**config.mk**
```make
export PLATFORM = sky130hd
export DESIGN_NAME = escape_sequence_decoder_core
export DESIGN_NICKNAME = d
export VERILOG_FILES = /design/src/design/esd_pkg.sv /design/src/design/esd_decode.sv /design/src/design/esd_out_fifo.sv /design/src/design/escape_sequence_decoder_core.sv
export SDC_FILE = /design/constraint.sdc
export NUM_CORES = 1
export LEC_CHECK = 0
export ABC_AREA = 1
export BUFFER_PORTS_ARGS = -buffer_cell sky130_fd_sc_hd__buf_2
export CORE_ASPECT_RATIO = 0.75
export CORE_UTILIZATION = 35
export CTS_BUF_LIST = sky130_fd_sc_hd__clkbuf_4
export CTS_CLUSTER_SIZE = 8
export DETAILED_ROUTE_END_ITERATION = 7
export MAX_ROUTING_LAYER = met4
export SYNTH_ARGS = -nofsm -noshare
export SYNTH_HDL_FRONTEND = slang
export SYNTH_SLANG_ARGS = --single-unit
export TNS_END_PERCENT = 20
```
**constraint.sdc**
```tcl
create_clock -name aclk -period 4.3 [get_ports aclk]
set_input_delay 0.43 -clock aclk [delete_from_list [all_inputs] [get_ports aclk]]
set_output_delay 0.43 -clock aclk [all_outputs]
set_load 0.1 [all_outputs]
```
**src/design/esd_pkg.sv**
```systemverilog
// Shared types, character codes and helper functions of the escape sequence decoder.
package esd_pkg;

    typedef struct packed {
        logic [7:0] char_val;
        logic       last;
    } word_t;

    typedef struct packed {
        logic [1:0] count;
        word_t      w0;
        word_t      w1;
    } push_t;

    localparam logic [7:0] CH_BACKSLASH = 8'h5C;
    localparam logic [7:0] CH_CARET     = 8'h5E;
    localparam logic [7:0] CH_LOW_M     = 8'h6D;
    localparam logic [7:0] CH_UP_M      = 8'h4D;
    localparam logic [7:0] CH_LOW_X     = 8'h78;
    localparam logic [7:0] CH_UP_X      = 8'h58;
    localparam logic [7:0] CH_LOW_O     = 8'h6F;
    localparam logic [7:0] CH_UP_O      = 8'h4F;
    localparam logic [7:0] CH_ZERO      = 8'h30;
    localparam logic [7:0] CH_SEVEN     = 8'h37;
    localparam logic [7:0] CH_NINE      = 8'h39;
    localparam logic [7:0] CH_LOW_A     = 8'h61;
    localparam logic [7:0] CH_LOW_F     = 8'h66;
    localparam logic [7:0] CH_UP_A      = 8'h41;
    localparam logic [7:0] CH_UP_F      = 8'h46;
    localparam logic [7:0] CH_LOW_N     = 8'h6E;
    localparam logic [7:0] CH_LOW_T     = 8'h74;
    localparam logic [7:0] CH_LOW_B     = 8'h62;
    localparam logic [7:0] CH_LOW_R     = 8'h72;
    localparam logic [7:0] CTRL_MASK    = 8'h1F;
    localparam logic [7:0] META_BIT     = 8'h80;

    function automatic logic [7:0] c_escape(input logic [7:0] c);
        logic [7:0] r;
        case (c)
            CH_LOW_N: r = 8'h0A;
            CH_LOW_T: r = 8'h09;
            CH_LOW_B: r = 8'h08;
            CH_LOW_R: r = 8'h0D;
            default:  r = c;
        endcase
        return r;
    endfunction

    function automatic logic [7:0] with_meta(input logic [7:0] v, input logic meta);
        return meta ? (v | META_BIT) : v;
    endfunction

endpackage

```
**src/design/esd_decode.sv**
```systemverilog
// Parse state registers and combinational decode of one input word into up to two result words.
module esd_decode (
    input  logic          aclk,
    input  logic          aresetn,
    input  logic          in_accept,
    input  logic [7:0]    in_char,
    input  logic          in_last,
    output esd_pkg::push_t push
);
    import esd_pkg::*;

    typedef enum logic [2:0] {PH_IDLE, PH_BS, PH_BSM, PH_BSN, PH_NUM, PH_CARET} phase_t;
    typedef enum logic [1:0] {RADIX_DEC, RADIX_HEX, RADIX_OCT} radix_t;

    typedef struct packed {
        logic       ok;
        logic [3:0] val;
    } digit_t;

    typedef struct packed {
        logic   emit;
        phase_t phase;
        word_t  w;
    } lead_t;

    phase_t     phase_reg, phase_next;
    logic       meta_reg, meta_next;
    logic [9:0] accum_reg, accum_next;
    logic [1:0] count_reg, count_next;
    radix_t     radix_reg, radix_next;
    logic [7:0] held_reg, held_next;
    push_t      res;

    function automatic digit_t digit_of(input logic [7:0] c, input radix_t rad);
        digit_t d;
        d = '0;
        unique case (rad)
            RADIX_HEX: begin
                if (c >= CH_ZERO && c <= CH_NINE) begin
                    d = '{1'b1, 4'(c - CH_ZERO)};
                end else if (c >= CH_LOW_A && c <= CH_LOW_F) begin
                    d = '{1'b1, 4'(c - CH_LOW_A + 8'd10)};
                end else if (c >= CH_UP_A && c <= CH_UP_F) begin
                    d = '{1'b1, 4'(c - CH_UP_A + 8'd10)};
                end
            end
            RADIX_OCT: begin
                if (c >= CH_ZERO && c <= CH_SEVEN) begin
                    d = '{1'b1, 4'(c - CH_ZERO)};
                end
            end
            default: begin
                if (c >= CH_ZERO && c <= CH_NINE) begin
                    d = '{1'b1, 4'(c - CH_ZERO)};
                end
            end
        endcase
        return d;
    endfunction

    // A byte that opens a decoded item: a backslash or caret leads a sequence unless it ends
    // the string, anything else is emitted as it stands, with bit 7 set under a meta prefix.
    function automatic lead_t lead_char(input logic [7:0] c, input logic last, input logic meta);
        lead_t r;
        r.emit  = 1'b0;
        r.phase = PH_IDLE;
        r.w     = '{with_meta(c, meta), last};
        if (!last && c == CH_BACKSLASH) begin
            r.phase = PH_BS;
        end else if (!last && c == CH_CARET) begin
            r.phase = PH_CARET;
        end else begin
            r.emit = 1'b1;
        end
        return r;
    endfunction

    function automatic logic [9:0] scale(input logic [9:0] a, input radix_t rad);
        logic [9:0] r;
        unique case (rad)
            RADIX_HEX: r = {a[5:0], 4'b0};
            RADIX_OCT: r = {a[6:0], 3'b0};
            default:   r = {a[6:0], 3'b0} + {a[8:0], 1'b0};
        endcase
        return r;
    endfunction

    always_comb begin
        lead_t      lr;
        digit_t     dg;
        logic [9:0] src_acc;
        logic [1:0] src_cnt;
        radix_t     src_rad;
        logic [1:0] maxd;
        logic [9:0] acc2;
        logic [1:0] cnt2;

        phase_next = phase_reg;
        meta_next  = meta_reg;
        accum_next = accum_reg;
        count_next = count_reg;
        radix_next = radix_reg;
        held_next  = held_reg;
        res        = '0;
        lr         = '0;
        dg         = '0;
        src_acc    = accum_reg;
        src_cnt    = count_reg;
        src_rad    = radix_reg;
        maxd       = 2'd3;
        acc2       = '0;
        cnt2       = '0;

        unique case (phase_reg)
            PH_BS: begin
                if (!meta_reg && (in_char == CH_LOW_M || in_char == CH_UP_M) && !in_last) begin
                    phase_next = PH_BSM;
                end else if (!in_last && ((in_char >= CH_ZERO && in_char <= CH_NINE)
                        || in_char == CH_LOW_X || in_char == CH_UP_X
                        || in_char == CH_LOW_O || in_char == CH_UP_O)) begin
                    held_next  = in_char;
                    phase_next = PH_BSN;
                end else begin
                    res.count  = 2'd1;
                    res.w0     = '{with_meta(c_escape(in_char), meta_reg), in_last};
                    phase_next = PH_IDLE;
                    meta_next  = 1'b0;
                    accum_next = '0;
                    count_next = '0;
                    radix_next = RADIX_DEC;
                    held_next  = '0;
                end
            end
            PH_BSN, PH_NUM: begin
                if (phase_reg == PH_BSN) begin
                    if (held_reg == CH_LOW_X || held_reg == CH_UP_X) begin
                        src_rad = RADIX_HEX;
                        src_acc = '0;
                        src_cnt = '0;
                    end else if (held_reg == CH_LOW_O || held_reg == CH_UP_O) begin
                        src_rad = RADIX_OCT;
                        src_acc = '0;
                        src_cnt = '0;
                    end else begin
                        src_rad = RADIX_DEC;
                        src_acc = {6'b0, 4'(held_reg - CH_ZERO)};
                        src_cnt = 2'd1;
                    end
                end
                maxd = (src_rad == RADIX_HEX) ? 2'd2 : 2'd3;
                dg   = digit_of(in_char, src_rad);
                if (dg.ok && src_cnt < maxd) begin
                    acc2 = scale(src_acc, src_rad) + {6'b0, dg.val};
                    cnt2 = src_cnt + 2'd1;
                    if (cnt2 >= maxd || in_last) begin
                        res.count  = 2'd1;
                        res.w0     = '{with_meta(acc2[7:0], meta_reg), in_last};
                        phase_next = PH_IDLE;
                        meta_next  = 1'b0;
                        accum_next = '0;
                        count_next = '0;
                        radix_next = RADIX_DEC;
                        held_next  = '0;
                    end else begin
                        phase_next = PH_NUM;
                        accum_next = acc2;
                        count_next = cnt2;
                        radix_next = src_rad;
                    end
                end else begin
                    res.w0     = '{with_meta(src_acc[7:0], meta_reg), 1'b0};
                    lr         = lead_char(in_char, in_last, 1'b0);
                    res.count  = lr.emit ? 2'd2 : 2'd1;
                    res.w1     = lr.w;
                    phase_next = lr.phase;
                    meta_next  = 1'b0;
                    accum_next = '0;
                    count_next = '0;
                    radix_next = RADIX_DEC;
                    held_next  = '0;
                end
            end
            PH_CARET: begin
                res.count  = 2'd1;
                res.w0     = '{with_meta(in_char & CTRL_MASK, meta_reg), in_last};
                phase_next = PH_IDLE;
                meta_next  = 1'b0;
                accum_next = '0;
                count_next = '0;
                radix_next = RADIX_DEC;
                held_next  = '0;
            end
            default: begin
                // Idle and the state after a meta prefix take an opening byte; under a meta prefix bit 7 is forced on.
                lr         = lead_char(in_char, in_last, (phase_reg == PH_BSM) | meta_reg);
                res.count  = lr.emit ? 2'd1 : 2'd0;
                res.w0     = lr.w;
                phase_next = lr.phase;
                meta_next  = lr.emit ? 1'b0 : ((phase_reg == PH_BSM) | meta_reg);
                accum_next = '0;
                count_next = '0;
                radix_next = RADIX_DEC;
                held_next  = '0;
            end
        endcase
    end

    assign push = in_accept ? res : '0;

    always_ff @(posedge aclk) begin
        if (!aresetn) begin
            phase_reg <= PH_IDLE;
            meta_reg  <= 1'b0;
            accum_reg <= '0;
            count_reg <= '0;
            radix_reg <= RADIX_DEC;
            held_reg  <= '0;
        end else if (in_accept) begin
            phase_reg <= phase_next;
            meta_reg  <= meta_next;
            accum_reg <= accum_next;
            count_reg <= count_next;
            radix_reg <= radix_next;
            held_reg  <= held_next;
        end
    end

endmodule

```
**src/design/esd_out_fifo.sv**
```systemverilog
// Result queue that takes up to two words per cycle and hands out one word per cycle on pop.
module esd_out_fifo #(
    parameter int DEPTH = 4
) (
    input  logic           aclk,
    input  logic           aresetn,
    input  esd_pkg::push_t push,
    input  logic           pop,
    output esd_pkg::word_t head,
    output logic           not_empty,
    output logic           room
);
    import esd_pkg::*;

    localparam int PTR_W = $clog2(DEPTH);
    localparam int CNT_W = $clog2(DEPTH + 1);

    word_t            mem [DEPTH];
    logic [PTR_W-1:0] wr_ptr_reg, wr_ptr_next;
    logic [PTR_W-1:0] rd_ptr_reg, rd_ptr_next;
    logic [CNT_W-1:0] count_reg, count_next;
    logic             do_pop;

    assign do_pop    = pop && (count_reg != '0);
    assign not_empty = (count_reg != '0);
    assign room      = (count_reg <= CNT_W'(DEPTH - 2));
    assign head      = mem[rd_ptr_reg];

    always_comb begin
        wr_ptr_next = wr_ptr_reg + PTR_W'(push.count);
        rd_ptr_next = rd_ptr_reg + PTR_W'(do_pop);
        count_next  = count_reg + CNT_W'(push.count) - CNT_W'(do_pop);
    end

    always_ff @(posedge aclk) begin
        if (!aresetn) begin
            wr_ptr_reg <= '0;
            rd_ptr_reg <= '0;
            count_reg  <= '0;
        end else begin
            wr_ptr_reg <= wr_ptr_next;
            rd_ptr_reg <= rd_ptr_next;
            count_reg  <= count_next;
        end
    end

    always_ff @(posedge aclk) begin
        if (push.count != 2'd0) begin
            mem[wr_ptr_reg] <= push.w0;
        end
        if (push.count == 2'd2) begin
            mem[wr_ptr_reg + PTR_W'(1)] <= push.w1;
        end
    end

endmodule

```
**src/design/escape_sequence_decoder_core.sv**
```systemverilog
// Top level of the escape sequence decoder: parse logic feeding a small result queue.
//
// The s_ channel carries the escaped text, one nonzero byte per word, with s_last on the
// final byte of a string. The m_ channel carries the decoded bytes, one per word, with
// m_last on the final decoded byte of the string.
// Each accepted input word is decoded in the cycle it is taken and produces zero, one or
// two result words, written into the result queue at the same clock edge. A result
// appears on the m_ channel from the queue's storage, behind any words already queued.
// Input words are taken in every cycle while the queue has room for two more words, so
// one byte per cycle is sustained whenever the receiver drains one word per cycle; a
// word that yields two results puts two words into the queue for the output.
// When the receiver stalls, the queue of DEPTH words fills and s_ready drops once fewer
// than two places are free; nothing is lost or repeated.
// Reset empties the queue and returns the parser to idle with no pending sequence;
// s_ready is high right after reset.
module escape_sequence_decoder_core #(
    parameter int DEPTH = 4
) (
    input  logic       aclk,
    input  logic       aresetn,
    input  logic       s_valid,
    output logic       s_ready,
    input  logic [7:0] s_char,
    input  logic       s_last,
    output logic       m_valid,
    input  logic       m_ready,
    output logic [7:0] m_char,
    output logic       m_last
);
    import esd_pkg::*;

    push_t push;
    word_t head;
    logic  accept;

    assign accept = s_valid && s_ready;

    esd_decode u_decode (
        .aclk      (aclk),
        .aresetn   (aresetn),
        .in_accept (accept),
        .in_char   (s_char),
        .in_last   (s_last),
        .push      (push)
    );

    esd_out_fifo #(
        .DEPTH (DEPTH)
    ) u_fifo (
        .aclk      (aclk),
        .aresetn   (aresetn),
        .push      (push),
        .pop       (m_ready),
        .head      (head),
        .not_empty (m_valid),
        .room      (s_ready)
    );

    assign m_char = head.char_val;
    assign m_last = head.last;

endmodule

```
Word level (Yosys, flattened, before mapping). Memory sizes are Yosys's and may differ from the RTL's. A register that Yosys moved wholly into a read port is not among the register bits. Cells that the tools add are included.

Register bits after elaboration: 31. Memory bits (writable): 36. Logic and storage cells: 171. Memories: 1.

$add $sub $neg: 14. $lt $le $gt $ge: 10. Equality and inequality tests: 27. Mux-type cells: 80. Bitwise gates (word level): 1. Reduce and logical (&&, ||, !) cells: 29.

Memory list: u_fifo.mem (words 4, width 9, rd ports 1, clocked after memory_dff 1, write ports 2, line esd_out_fifo.sv:18) `word_t mem [DEPTH];`.

Operator list (number): 2-to-1 mux 8 bit (17); equality test 8 x 7 -> 1 bit, second input constant (16); case mux 8 bit (2 select lines) (3); case mux 11 bit (3 select lines) (1); 2-to-1 mux 2 bit (16); case mux 8 bit (4 select lines) (1); 2-to-1 mux 5 bit (6); 2-to-1 mux 11 bit (2); 2-to-1 mux 10 bit (2); 2-to-1 mux 20 bit (1); 2-to-1 mux 9 bit (2); 2-to-1 mux 1 bit (17); greater-or-equal comparator 8 x 7 -> 1 bit, second input constant (2); <= comparator 8 x 6 -> 1 bit, second input constant (2); <= comparator 8 x 7 -> 1 bit, second input constant (2); subtractor 4 x 1 -> 4 bit, second input constant (4); 2-to-1 mux 3 bit (5); logical AND 1 bit (12); case mux 5 bit (2 select lines) (1); case mux 3 bit (3 select lines) (1); adder 4 bit, second input constant (2); adder 8 x 4 -> 8 bit (1); adder 8 bit (1); greater-or-equal comparator 8 x 6 -> 1 bit, second input constant (1); other kinds (27) (43).

Depth between registers and ports, before layout.
Depth after elaboration: 21. Gate-level depth with buffers: 28. Gate-level depth less buffers: 27.

By module. A second synthesis with hierarchy kept.

Cells, all modules: 677. Area, all modules: 4788.3 um2.

By module, submodules not included: esd_decode (times used 1, cells each 446, area each 2536.2 um2); esd_out_fifo (times used 1, cells each 229, area each 2244.7 um2); escape_sequence_decoder_core (times used 1, cells each 2, area each 7.5 um2).

Least setup slack after synthesis. OpenSTA, ideal clock, no wires.

Path kind: register to register. From: register u_decode.phase_reg[1]. To: memory u_fifo.mem[0][8] (netlist name) (data pin). Setup time: 0.254 ns. Data arrival time: 3.726 ns. Data required time: 4.046 ns. Slack: 0.320 ns. Stages on the path, launching flop included: 29. Path buffers: 2. Clock period less this slack: 3.980 ns. Cell sequence: dfxtp_1 buf_2 nand2_2 nor2_4 buf_6 nand3_4 inv_1 a21oi_1 inv_1 ha_1 inv_1 nor4_1 nor2_1 o21ai_0 o2111a_1 ha_1 inv_1 fa_1 or2_2 nand2_1 nand3_1 nor2_1 nand2_1 nand2_1 nand3_1 nand3_1 nand2_2 nand3_1 nand2_1.

RTL lines: start, declared (line esd_decode.sv:26) `phase_t phase_reg, phase_next;`; start signal, assigned (line esd_decode.sv:219) `phase_reg <= phase_next;`; end, declared (line esd_out_fifo.sv:18).

==> out/qor.yml <==
yosys:
  yosysTopAreaCellShare: 0.219
  synth_cell_type_count: 46
  synth-seq-cells: 66
  synth_area_leaders: "edfxtp_1 22%, dfxtp_1 12%, nand2_1 12%, nand3_1 7.1%, inv_1 7.1%"
  synth_nets: 729
  synthCells: 692
  synth_common_cells: "156 x nand2_1, 93 x inv_1, 70 x nand3_1, 66 x nor2_1, 52 x o21ai_0"
  ys_async_sr_fraction: 0
  synth.most_common_cell: "nand2_1"
  synth-seq-area-share: 0.341
  yosys_warnings: 0
  syn_area_per_cell_um2: 7.12
  synth_top_area_cell: "edfxtp_1"
  synth_edf_count: 36
  synth_top_flop_cell: "edfxtp_1"
  synth_area_um2: 4930
clock_tree:
  clock_latency_ps: 420
  cts_root_buf: "clkbuf_4"
  clk_pin_slew_ps: 110
  cts_buffers: 9
  cts_max_path_buffers: 2
  tritoncts: "done"
  cts.sinks: 66
  h-tree-depth: 3
grt:
  overflow: 0
  grt_max_degree: 21
  grt_pass1_vias: 4188
  grt_pass1_wl_um: 22900
  groute.usage.overall: 0.209
  antenna_found_initial: 0
timing:
  timing.final.crit_share: 0.908
  setup_tns_ps: 0
  finalSetupViolations: 0
  finClkSkew_ps: 12.3
  fmax_ghz: 0.256
  tightestPinTransition_ps: 817
  max_slew_margin: 0.448
  hold_viol: 0
  drv_slew: 0
  rsz0062_at_grt: "no"
  min_period_ps: 3900
place:
  post_dp_cell_area_um2: 5230
  dp_hpwl_um: 10900
  port_buffers: 23
  gp_congestion: 0.946
  dp_cells: 881
critical_path:
  crit_arrival_ps: 4090
  path_buf_inv: 2
  required_ps: 4490
  crit_fanout: 7
  critPathTopFamily: "simple AND/OR/NAND/NOR gates"
  cp_cell_sequence: "nand2_2, nor2_4, nand3_1, o21ai_2, inv_1, ha_2, nand2_1, o311ai_0, a21oi_1, inv_1, fa_1, or2_2, nand2_1, nand3_2, nor2_2, nand2_1, nand2_1, nand3_1, nand3_1, nand2_2, nand3_1, nand2_1"
  critical_path.most_common_cell: "nand2_1"
  startpoint_type: "flop"
  cpPeakStageDelay_ps: 440
  crit_type: "flop to flop"
  worstSetupEndpointType: "flop"
  rr_worst_depth: 22
  path_depth: 22
  crit_slowest_cell: "fa_1"
pwr:
  powerDensity_nw_per_um2: 465
  ir_drop_mv: 0.209
  combPwrFrac: 0.496
  power_frac_clock: 0.162
  p_sw_w: 0.00129
  netSwitchingFraction: 0.510
  p_leak_nw: 2.37
  p_int_w: 0.00123
  p_seq_frac: 0.342
floorplanning:
  boundaryPins: 24
  floorplan.initialDensity: 0.359
  rows: 37
  fp.dieH_um: 105
  die_w_um: 139
  die-area_um2: 14600
  core_um2: 13700
final_layout:
  stdcell_area_um2: 5410
  antennaDiodeCount: 0
  fin_cells: 898
  largest_reg_flops: 36
  nNetsFinal: 755
  drive_gt1_frac: 0.151
  area_growth_pct: 9.91
detailed_routing:
  route.detailed.drc: 0
  postRouteWirelength_um: 14200
  drtIter0Drc: 490
  ant_nets: 0
  num_vias: 4727
  firstDrtPassIters: 7
  viasPerCell: 5.26
  wire_per_inst_um: 15.8
hold_path:
  hold_depth: 3
  holdCritPathClass: "input port to flop"
run_status:
  outcome: "finished clean"
job:
  drv_cap: 0
## layout make-up
type,count,area [um2]
sequential,66,1690
fill,1459,8290
clock inverter,6,57.6
timing repair buffer,34,198
multi-input combinational,505,2800
tap,175,219
inverter,102,383
clock buffer,10,75.1
## worst paths after layout
path | from | endpoint | slack (ps)
hold reg to reg | u_decode.held_reg[7] | u_decode.held_reg[7] | 460
hold / removal | s_char[6] | u_decode.held_reg[6] | 330
setup / recovery | u_decode.phase_reg[0] | u_fifo.mem[3][8] | 400
setup reg to reg | u_decode.phase_reg[0] | u_fifo.mem[3][8] | 400
## worst min-delay path, delay by kind of cell
family          cells  cell delay, ps
simple gates        1              90
buf+inv             1             140
compound gates      1              60
## power by group through the flow
stage               logic, W  registers, W  clock network (W)
finish               0.00125      0.000862           0.000408
global route         0.00136      0.000875           0.000449
CTS                  0.00125      0.000861           0.000414
detailed placement   0.00124      0.000875                  0
global placement     0.00124      0.000875                  0
floorplan            0.00104      0.000839                  0
## repair_timing
item,in CTS,in global routing
gates resized for setup,0,13
buffers inserted,0,1
hold buffers,0,0
hold endpoints to repair,0,0
setup endpoints to repair,0,18
## cell usage in the layout, fill, tap and decap left out, drive strengths merged, types with 2 or more instances in the layout
cell type,count
nand2,171
inv,101
nor2,78
nand3,76
o21ai,57
edfxtp,36
a21oi,35
buf,34
dfxtp,30
ha,21
o22ai,12
clkbuf,10
o211ai,8
nand4,7
nor3,6
a211oi,6
clkinv,4
a31oi,4
xor2,3
fa,3
or2,3
o31ai,3
o311ai,2
xnor2,2
clkinvlp,2
nor4,2
## metal layers
layer  track usage  vias to the layer above  part of all wire
met4        0.0349                        0            0.0057
met3        0.0399                       11             0.087
met5             -                        -                 0
li1              -                     2356                 -
met1         0.314                     2162              0.51
met2         0.289                      198              0.40
## per-stage QoR
stage | setup slack [ps] | total power, W | hold WS (ps) | util
2_1_floorplan | 320 | 0.00188 | 423 | -
3_3_place_gp | 99.5 | 0.00212 | 437 | 0.382
3_5_place_dp | 28.5 | 0.00212 | 445 | 0.382
4_1_cts | 13.6 | 0.00252 | 323 | 0.392
5_1_grt | 23.3 | 0.00268 | 327 | 0.395
6_report | 397 | 0.00252 | 330 | 0.395
## cell families after synthesis
logic type	synth area share
compound gates	0.159
xor+xnor	0.00889
fa+ha+maj	0.0655
buf+inv	0.0985
flops	0.341
simple gates	0.327
Power figures use the tool's default switching activity.
